### src/hdl/vzs_pkg.sv
`timescale 1ns / 1ps

package vzs_pkg;

   localparam int SAMPLE_W   = 32;
   localparam int SUM_W      = 38;
   localparam int DIFF_W     = 40;  // n*x - S, signed
   localparam int MAG_W      = 39;  // |n*x - S|
   localparam int SQ_W       = 84;  // sum of squared differences
   localparam int DIV_NUM_W  = 128;
   localparam int DIV_DEN_W  = 64;
   localparam int DIV_CNT_W  = 7;
   localparam int VAR_SHIFT  = 44;
   localparam int SCORE_SHIFT = 38;
   localparam int ROOT_W     = 64;
   localparam int SQREM_W    = 66;
   localparam int SQ_STEPS_W = 6;
   localparam int MUL_CNT_W  = 6;
   localparam int SCALE_W    = 81;

   localparam logic [SCALE_W-1:0] POS_LIMIT = SCALE_W'(64'h7FFF_FFFF);
   localparam logic [SCALE_W-1:0] NEG_LIMIT = SCALE_W'(64'h8000_0000);

   typedef struct packed {
      logic signed [SAMPLE_W-1:0] sample;
      logic                       last;
   } req_payload_type;

   typedef struct packed {
      logic signed [SAMPLE_W-1:0] score;
      logic                       end_of_vector;
      logic                       overflow;
   } rsp_payload_type;

   typedef struct packed {
      logic busy;
      logic done;
   } div_status_type;

   typedef enum logic [3:0] {
      ST_IDLE,
      ST_Q_RD,
      ST_Q_DIFF,
      ST_Q_MUL,
      ST_V_START,
      ST_V_WAIT,
      ST_SQRT,
      ST_E_RD,
      ST_E_DIFF,
      ST_E_START,
      ST_E_WAIT,
      ST_E_OUT
   } state_type;

endpackage

### src/hdl/vector_z_score_top.sv
`timescale 1ns / 1ps
// After the last-marked request, the deviation n*x - S of each stored sample is squared
//   by shift-add, then the shared divider gives the variance, a 64-step digit-by-digit
//   root follows, and each response takes one more divide by the root; with zero
//   deviation there is no emit divide. Throughput: one vector at a time; req_ready is
//   high only while collecting samples. Reset (synchronous, active high) clears the
//   count, sum, overflow flag, mode and sequencer; the sample store is not cleared.
module vector_z_score_top #(
   parameter int MAX_LEN = 64
) (
   input  logic                     clock,
   input  logic                     reset,
   input  logic                     req_valid,
   output logic                     req_ready,
   input  vzs_pkg::req_payload_type req_data,
   output logic                     rsp_valid,
   input  logic                     rsp_ready,
   output vzs_pkg::rsp_payload_type rsp_data,
   input  logic                     csr_valid,
   output logic                     csr_ready,
   input  logic                     csr_data
);
   import vzs_pkg::*;

   localparam int IDX_W = $clog2(MAX_LEN);
   localparam int CNT_W = $clog2(MAX_LEN + 1);

   // sample store, undefined until written
   logic [SAMPLE_W-1:0] store [MAX_LEN];

   state_type state_ff, state_in;

   logic [CNT_W-1:0]         count_ff;
   logic signed [SUM_W-1:0]  sum_ff;
   logic                     ovf_ff;
   logic                     kind_ff;
   logic [IDX_W-1:0]         idx_ff;
   logic signed [SAMPLE_W-1:0] rd_data_ff;
   logic signed [DIFF_W-1:0] d_ff;
   logic [MAG_W-1:0]         ad_ff;
   logic [MAG_W-1:0]         mplier_ff;
   logic [SQ_W-1:0]          mcand_ff;
   logic [SQ_W-1:0]          q_ff;
   logic [MUL_CNT_W-1:0]     mulcnt_ff;
   logic                     zero_ff;
   logic [DIV_NUM_W-1:0]     v_ff;
   logic [SQREM_W-1:0]       sqrem_ff;
   logic [ROOT_W-1:0]        root_ff;
   logic [SQ_STEPS_W-1:0]    sqcnt_ff;
   rsp_payload_type          rsp_ff;

   // shared divider
   logic                 div_start;
   logic [DIV_NUM_W-1:0] div_num;
   logic [DIV_DEN_W-1:0] div_den;
   div_status_type       div_status;
   logic [DIV_NUM_W-1:0] div_quot;
   logic [DIV_DEN_W-1:0] div_rem;

   vzs_div u_div (
      .clock  (clock),
      .reset  (reset),
      .start  (div_start),
      .num    (div_num),
      .den    (div_den),
      .status (div_status),
      .quot   (div_quot),
      .rem    (div_rem)
   );

   // arithmetic helpers
   logic                     req_fire, rsp_fire;
   logic                     room;
   logic                     elem_last;
   logic [CNT_W-1:0]         k_val;
   logic signed [DIFF_W-1:0] d_calc;
   logic [DIFF_W-1:0]        ad_calc;
   logic signed [CNT_W:0]    n_signed;
   logic [SQREM_W-1:0]       sq_shift, sq_trial;
   logic                     sq_fits;
   logic [SQREM_W-1:0]       sqrem_in;
   logic [ROOT_W-1:0]        root_in;
   logic                     round_up;
   logic [SCALE_W-1:0]       mag;
   logic [SAMPLE_W-1:0]      mag32;
   logic signed [SAMPLE_W-1:0] score_calc;
   logic                     mul_done, sq_done;

   assign req_fire  = req_valid && req_ready;
   assign rsp_fire  = rsp_valid && rsp_ready;
   assign room      = count_ff < CNT_W'(MAX_LEN);
   assign elem_last = (CNT_W'(idx_ff) + CNT_W'(1)) == count_ff;
   assign k_val     = kind_ff ? count_ff : count_ff - CNT_W'(1);
   assign mul_done  = mulcnt_ff == MUL_CNT_W'(MAG_W - 1);
   assign sq_done   = sqcnt_ff == SQ_STEPS_W'(ROOT_W - 1);

   // config register, always accepted
   assign csr_ready = 1'b1;

   always_comb begin
      // d = n*x - S
      n_signed = $signed({1'b0, count_ff});
      d_calc   = DIFF_W'(n_signed) * DIFF_W'(rd_data_ff) - DIFF_W'(sum_ff);
      ad_calc  = d_calc[DIFF_W-1] ? DIFF_W'(-d_calc) : DIFF_W'(d_calc);

      // digit-by-digit root step
      sq_shift = {sqrem_ff[SQREM_W-3:0], v_ff[DIV_NUM_W-1 -: 2]};
      sq_trial = {root_ff, 2'b01};
      sq_fits  = sq_shift >= sq_trial;
      sqrem_in = sq_fits ? sq_shift - sq_trial : sq_shift;
      root_in  = {root_ff[ROOT_W-2:0], sq_fits};

      // round half away from zero, then saturate
      round_up = {1'b0, div_rem} + {1'b0, div_rem} >= {1'b0, root_ff};
      mag      = SCALE_W'(div_quot[SCALE_W-2:0]) + SCALE_W'(round_up);
      if (d_ff[DIFF_W-1]) begin
         mag32      = (mag > NEG_LIMIT) ? NEG_LIMIT[SAMPLE_W-1:0] : mag[SAMPLE_W-1:0];
         score_calc = $signed(SAMPLE_W'(0) - mag32);
      end else begin
         mag32      = (mag > POS_LIMIT) ? POS_LIMIT[SAMPLE_W-1:0] : mag[SAMPLE_W-1:0];
         score_calc = $signed(mag32);
      end
   end

   // next state
   always_comb begin
      state_in = state_ff;
      unique case (state_ff)
         ST_IDLE:    if (req_fire && req_data.last) state_in = ST_Q_RD;
         ST_Q_RD:    state_in = ST_Q_DIFF;
         ST_Q_DIFF:  state_in = ST_Q_MUL;
         ST_Q_MUL: begin
            if (mul_done) state_in = elem_last ? ST_V_START : ST_Q_RD;
         end
         ST_V_START: begin
            if (k_val == '0 || q_ff == '0) state_in = ST_E_RD;
            else state_in = ST_V_WAIT;
         end
         ST_V_WAIT:  if (div_status.done) state_in = ST_SQRT;
         ST_SQRT:    if (sq_done) state_in = ST_E_RD;
         ST_E_RD:    state_in = ST_E_DIFF;
         ST_E_DIFF:  state_in = ST_E_START;
         ST_E_START: state_in = zero_ff ? ST_E_OUT : ST_E_WAIT;
         ST_E_WAIT:  if (div_status.done) state_in = ST_E_OUT;
         ST_E_OUT: begin
            if (rsp_ready) state_in = elem_last ? ST_IDLE : ST_E_RD;
         end
         default:    state_in = ST_IDLE;
      endcase
   end

   // outputs and divider control
   always_comb begin
      req_ready = 1'b0;
      rsp_valid = 1'b0;
      div_start = 1'b0;
      div_num   = {q_ff, VAR_SHIFT'(0)};
      div_den   = DIV_DEN_W'(k_val);
      unique case (state_ff)
         ST_IDLE:    req_ready = 1'b1;
         ST_V_START: div_start = !(k_val == '0 || q_ff == '0);
         ST_E_START: begin
            div_start = !zero_ff;
            div_num   = DIV_NUM_W'({ad_ff, SCORE_SHIFT'(0)});
            div_den   = root_ff;
         end
         ST_E_OUT:   rsp_valid = 1'b1;
         default: begin
         end
      endcase
   end

   always_ff @(posedge clock) begin
      if (reset) state_ff <= ST_IDLE;
      else       state_ff <= state_in;
   end

   // store: one write port, one registered read port
   always_ff @(posedge clock) begin
      if (req_fire && room) store[count_ff[IDX_W-1:0]] <= req_data.sample;
      rd_data_ff <= $signed(store[idx_ff]);
   end

   // control state
   always_ff @(posedge clock) begin
      if (reset) begin
         count_ff <= '0;
         sum_ff   <= '0;
         ovf_ff   <= 1'b0;
         kind_ff  <= 1'b0;
      end else begin
         if (csr_valid && csr_ready) kind_ff <= csr_data;
         if (req_fire) begin
            if (room) begin
               count_ff <= count_ff + CNT_W'(1);
               sum_ff   <= sum_ff + SUM_W'(req_data.sample);
            end else begin
               ovf_ff <= 1'b1;
            end
         end
         if (state_ff == ST_E_OUT && rsp_fire && elem_last) begin
            count_ff <= '0;
            sum_ff   <= '0;
            ovf_ff   <= 1'b0;
         end
      end
   end

   // datapath
   always_ff @(posedge clock) begin
      unique case (state_ff)
         ST_IDLE: begin
            idx_ff  <= '0;
            q_ff    <= '0;
            zero_ff <= 1'b0;
         end
         ST_Q_DIFF: begin
            mplier_ff <= ad_calc[MAG_W-1:0];
            mcand_ff  <= SQ_W'(ad_calc[MAG_W-1:0]);
            mulcnt_ff <= '0;
         end
         ST_Q_MUL: begin
            // shift-add squaring, one multiplier bit a cycle
            if (mplier_ff[0]) q_ff <= q_ff + mcand_ff;
            mplier_ff <= mplier_ff >> 1;
            mcand_ff  <= mcand_ff << 1;
            mulcnt_ff <= mulcnt_ff + MUL_CNT_W'(1);
            if (mul_done) idx_ff <= elem_last ? '0 : idx_ff + IDX_W'(1);
         end
         ST_V_START: begin
            if (k_val == '0 || q_ff == '0) zero_ff <= 1'b1;
         end
         ST_V_WAIT: begin
            v_ff     <= div_quot;
            sqrem_ff <= '0;
            root_ff  <= '0;
            sqcnt_ff <= '0;
         end
         ST_SQRT: begin
            v_ff     <= v_ff << 2;
            sqrem_ff <= sqrem_in;
            root_ff  <= root_in;
            sqcnt_ff <= sqcnt_ff + SQ_STEPS_W'(1);
            if (sq_done && root_in == '0) zero_ff <= 1'b1;
         end
         ST_E_DIFF: begin
            d_ff  <= d_calc;
            ad_ff <= ad_calc[MAG_W-1:0];
         end
         ST_E_START: begin
            rsp_ff.score         <= '0;
            rsp_ff.end_of_vector <= elem_last;
            rsp_ff.overflow      <= ovf_ff;
         end
         ST_E_WAIT: begin
            if (div_status.done) rsp_ff.score <= score_calc;
         end
         ST_E_OUT: begin
            if (rsp_ready && !elem_last) idx_ff <= idx_ff + IDX_W'(1);
         end
         default: begin
         end
      endcase
   end

   assign rsp_data = rsp_ff;

endmodule

### src/hdl/vzs_div.sv
`timescale 1ns / 1ps

module vzs_div (
   input  logic                              clock,
   input  logic                              reset,
   input  logic                              start,
   input  logic [vzs_pkg::DIV_NUM_W-1:0]     num,
   input  logic [vzs_pkg::DIV_DEN_W-1:0]     den,
   output vzs_pkg::div_status_type           status,
   output logic [vzs_pkg::DIV_NUM_W-1:0]     quot,
   output logic [vzs_pkg::DIV_DEN_W-1:0]     rem
);
   import vzs_pkg::*;

   logic [DIV_NUM_W-1:0] num_ff, num_in;
   logic [DIV_DEN_W-1:0] rem_ff, rem_in;
   logic [DIV_DEN_W-1:0] den_ff;
   logic [DIV_CNT_W-1:0] cnt_ff;
   logic                 busy_ff, done_ff;
   logic [DIV_DEN_W:0]   trial;
   logic                 fits;

   // restoring step: one quotient bit a cycle
   always_comb begin
      trial  = {rem_ff, num_ff[DIV_NUM_W-1]};
      fits   = trial >= {1'b0, den_ff};
      rem_in = fits ? DIV_DEN_W'(trial - {1'b0, den_ff}) : trial[DIV_DEN_W-1:0];
      num_in = {num_ff[DIV_NUM_W-2:0], fits};
   end

   always_ff @(posedge clock) begin
      if (reset) begin
         busy_ff <= 1'b0;
         done_ff <= 1'b0;
         cnt_ff  <= '0;
      end else begin
         done_ff <= 1'b0;
         if (start) begin
            busy_ff <= 1'b1;
            cnt_ff  <= '0;
         end else if (busy_ff) begin
            cnt_ff <= cnt_ff + DIV_CNT_W'(1);
            if (cnt_ff == DIV_CNT_W'(DIV_NUM_W - 1)) begin
               busy_ff <= 1'b0;
               done_ff <= 1'b1;
            end
         end
      end
   end

   always_ff @(posedge clock) begin
      if (start) begin
         num_ff <= num;
         den_ff <= den;
         rem_ff <= '0;
      end else if (busy_ff) begin
         num_ff <= num_in;
         rem_ff <= rem_in;
      end
   end

   assign status.busy = busy_ff;
   assign status.done = done_ff;
   assign quot        = num_ff;
   assign rem         = rem_ff;

endmodule
### config.mk
export PLATFORM = sky130hd
export DESIGN_NAME = vector_z_score_top
export DESIGN_NICKNAME = d
export VERILOG_FILES = /design/src/hdl/vzs_pkg.sv /design/src/hdl/vector_z_score_top.sv /design/src/hdl/vzs_div.sv
export SDC_FILE = /design/constraint.sdc
export NUM_CORES = 2
export LEC_CHECK = 0
export BUFFER_PORTS_ARGS = -buffer_cell sky130_fd_sc_hd__buf_4
export CAP_MARGIN = 25
export CORE_UTILIZATION = 60
export DETAILED_ROUTE_END_ITERATION = 7
export MAX_ROUTING_LAYER = met4
export PLACE_DENSITY = 0.72
export SETUP_SLACK_MARGIN = 0.05
export SLEW_MARGIN = 20
export SYNTH_ARGS = -nofsm -noshare
export SYNTH_HDL_FRONTEND = slang
export SYNTH_SLANG_ARGS = --single-unit
### constraint.sdc
create_clock -name clock -period 16.6 [get_ports clock]
set_clock_uncertainty 0.15 [all_clocks]
set_input_delay 3.32 -clock clock [delete_from_list [all_inputs] [get_ports clock]]
set_output_delay 3.32 -clock clock [all_outputs]
set_load 0.005 [all_outputs]
==> impl_metrics.toml <==
[run_status]
status = "finished clean"

[clock_network]
cts.clk_slew.worst_paths_ns = 0.07
holdBufCountCts = 0
clock-root-buffer = "sky130_fd_sc_hd__clkbuf_16"
cts_max_path_buffers = 4
worst_skew_pair_later_pin_latency_ns = 0.98
clock_sinks = 2952
htree_num_levels = 5
tritoncts = "done"
cts-resized-gates = 0
cts_made_buffers = 318
post-cts-setup-buffer-count = 0

[detailed_routing]
routedWlPerCell_um = 28.4
vias = 88056
first_iter_violations = 10194
route.detailed.drc = 0
drtAntennaViolNets = 0
detailedRoute.firstPassIterationCount = 8
vias_per_cell = 6.53
route.final.wire_length_um = 383000

[sta]
slew_viol_final = 0
period_minus_slack_ns = 9.03
tightest_slew_ns = 1.08
maxSlewHeadroom_pct = 27.2
postLayoutSetupSlackWorst_ns = 7.57
maximum_clock_rate_ghz = 0.111
finalSetupViolations = 0
totalNegativeSetupSlack_ns = 0
rsz0062_at_grt = "false"
timing_hold_violations_final = 0
final_min_period_over_clock_period_pct = 54.4

[synth]
mappedNetlistArea_mm2 = 0.142
synthesis.instances = 10020
synth.area.top_cells = "sky130_fd_sc_hd__edfxtp_1 (59%), sky130_fd_sc_hd__mux4_2 (10%), sky130_fd_sc_hd__ha_1 (3.6%), sky130_fd_sc_hd__fa_1 (2.9%), sky130_fd_sc_hd__nand2_1 (2.7%)"
netlist_top_cells_count = "sky130_fd_sc_hd__edfxtp_1 (2796), sky130_fd_sc_hd__nand2_1 (1007), sky130_fd_sc_hd__nor2_1 (705), sky130_fd_sc_hd__mux4_2 (660), sky130_fd_sc_hd__inv_1 (520)"
synth.distinct_cells = 103
synth-edff-count = 2796
ys_ff_latch = 2952
seq_area_frac_synth_pct = 61.2
syn-num-nets = 10673
syn_area_per_cell_um2 = 14.2
ys_dominant_reg_cell = "sky130_fd_sc_hd__edfxtp_1"
ys_warn_count = 0
async_reset_ff_share_pct = 0
synthDominantCellAreaShare_pct = 59.0
synth_top_cell_by_area = "sky130_fd_sc_hd__edfxtp_1"
yosys.cell_count.top_type = "sky130_fd_sc_hd__edfxtp_1"

[floorplan]
die_area_mm2 = 0.239
die_h_um = 489
dieWidth_um = 489
fp.coreArea_mm2 = 0.235
floorplan_row_count = 178
floorplan.initialDensity_pct = 60.4
io-pin-count = 76

[worst_setup_path]
cp_data_arrival_time_ns = 9.60
worst-endpoint-required_ns = 17.17
crit_path_start_kind = "register"
timing.critical_path.fanout_max = 35
critical_path_class = "reg2reg"
path_buf_inv = 2
cpMaxStageDelayCell = "sky130_fd_sc_hd__nor4_2"
cpLargestDelayFamily = "simple AND/OR/NAND/NOR gates"
end_kind = "register"
critical_path.max_stage_delay_ns = 0.89

[finish]
final_layout_size_suffix_gt1_share_pct = 14.6
finish.net_count = 10745
post-route-cell-area_mm2 = 0.157
syn_to_final_growth_pct = 10.3
finish.cell_count_without_fillers = 13484

[grt]
grt_first_pass_wirelength_um = 568000
first_global_vias = 86992
grt.overflow.total = 0
grt_start_max_net_pins = 178
number_of_antenna_violations_at_the_first_check_in_global_routing = 11
overall_fraction_of_global_route_tracks_in_use_pct = 33.2

[place]
number_of_i_o_port_buffers = 74
routabilityCongestion = 0.953
numPlacedInstances = 12915
detailed_place_hpwl_um = 232000
post-place-ws_ns = 7.71
dpl_cell_area_mm2 = 0.147

[power_and_ir_drop]
p_leak_nw = 55.2
ir_drop_mv = 0.206
power_density_mw_per_mm2 = 182
fin_total_pwr_mw = 28.6

[hold_path]
holdCritPathClass = "reg2reg"

[run]
max_cap_violations = 0
==> routing by layer <==
metal | global-route usage, % | routed length (um) | up-vias
li1 | - | - | 38160
met1 | 44.6 | 153000 | 44580
met2 | 52.6 | 186000 | 4508
met3 | 4.84 | 30600 | 808
met4 | 10.8 | 13000 | 0
met5 | - | 0 | -
==> registers in the layout (all words and copies together) (netlist names), 34 cells and up <==
register,count
root_ff,64
sum_ff,38
rsp_data,34
ad_ff,38
u_div.rem,64
q_ff,84
u_div.quot,128
store,2048
v_ff,128
mcand_ff,84
mplier_ff,39
sqrem_ff,64
u_div.den_ff,64
==> layout by cell type, fill, tap and decap left out, types with 59 or more instances in the layout <==
master                      instances
sky130_fd_sc_hd__and2_1           195
sky130_fd_sc_hd__nand3_1          135
sky130_fd_sc_hd__clkinv_1          69
sky130_fd_sc_hd__clkbuf_16        322
sky130_fd_sc_hd__a21oi_1          498
sky130_fd_sc_hd__mux4_2           660
sky130_fd_sc_hd__edfxtp_1        2796
sky130_fd_sc_hd__xor2_1           171
sky130_fd_sc_hd__o21ai_0          317
sky130_fd_sc_hd__and3_1            99
sky130_fd_sc_hd__mux2i_1           93
sky130_fd_sc_hd__nand2_1         1004
sky130_fd_sc_hd__nor4_1            95
sky130_fd_sc_hd__a21o_1           186
sky130_fd_sc_hd__clkbuf_1          59
sky130_fd_sc_hd__inv_1            519
sky130_fd_sc_hd__nor2_4            68
sky130_fd_sc_hd__nand4_1          134
sky130_fd_sc_hd__xnor2_1          204
sky130_fd_sc_hd__nor3_1            90
sky130_fd_sc_hd__nor2_1           637
sky130_fd_sc_hd__o21a_1            63
sky130_fd_sc_hd__a31oi_1           92
sky130_fd_sc_hd__buf_4            219
sky130_fd_sc_hd__fa_1             204
sky130_fd_sc_hd__ha_1             410
sky130_fd_sc_hd__dfxtp_1          152
==> where the power goes <==
group / total, mW / switching (mW) / internal [mW]
logic: 11.8 / 6.87 / 4.89
clock network: 6.99 / 2.91 / 4.08
registers: 9.85 / 0.491 / 9.36
total: 28.6 / 10.3 / 18.3
==> worst min-delay path: stages, from the launching register on <==
cell and delay (ns):
sky130_fd_sc_hd__edfxtp_1 0.32, sky130_fd_sc_hd__nand2_1 0.05, sky130_fd_sc_hd__nand2_1 0.05
==> kinds of logic after synthesis <==
kind of cell | share of synthesized area, %
DFF | 61.2
muxes | 11.3
other | 0.00264
buffers and inverters | 2.73
AOI/OAI and AO/OA | 6.94
xor gates and xnor gates | 2.31
adders and majority gates | 6.48
and+or+nand+nor | 9.04
==> stage by stage <==
step | utilization (%) | hold slack, ns
floorplan | - | 0.259
global placement | 62.3 | 0.293
detailed placement | 62.3 | 0.313
CTS | 66.6 | 0.312
global route | 66.6 | 0.343
finish | 66.6 | 0.310
==> final cells by class <==
| cell class | count | area, um2 |
|---|---|---|
| timing repair buffer | 237 | 1930 |
| fill | 16283 | 78500 |
| multi-input combinational | 6060 | 51800 |
| sequential | 2952 | 87100 |
| tap | 3150 | 3940 |
| clock inverter | 169 | 1730 |
| antenna | 8 | 20.0 |
| inverter | 523 | 1970 |
| clock buffer | 385 | 8330 |
==> path summary, 6_finish.rpt <==
path	startpoint	endpoint	slack (ns)	cells past startpoint
max	root_ff[28]	rsp_data[32]	7.57	32
min	v_ff[37]	v_ff[39]	0.31	2
min reg2reg	v_ff[37]	v_ff[39]	0.31	2
max reg2reg	root_ff[28]	rsp_data[32]	7.57	32
Note: power is estimated with default switching activity, not from simulation.
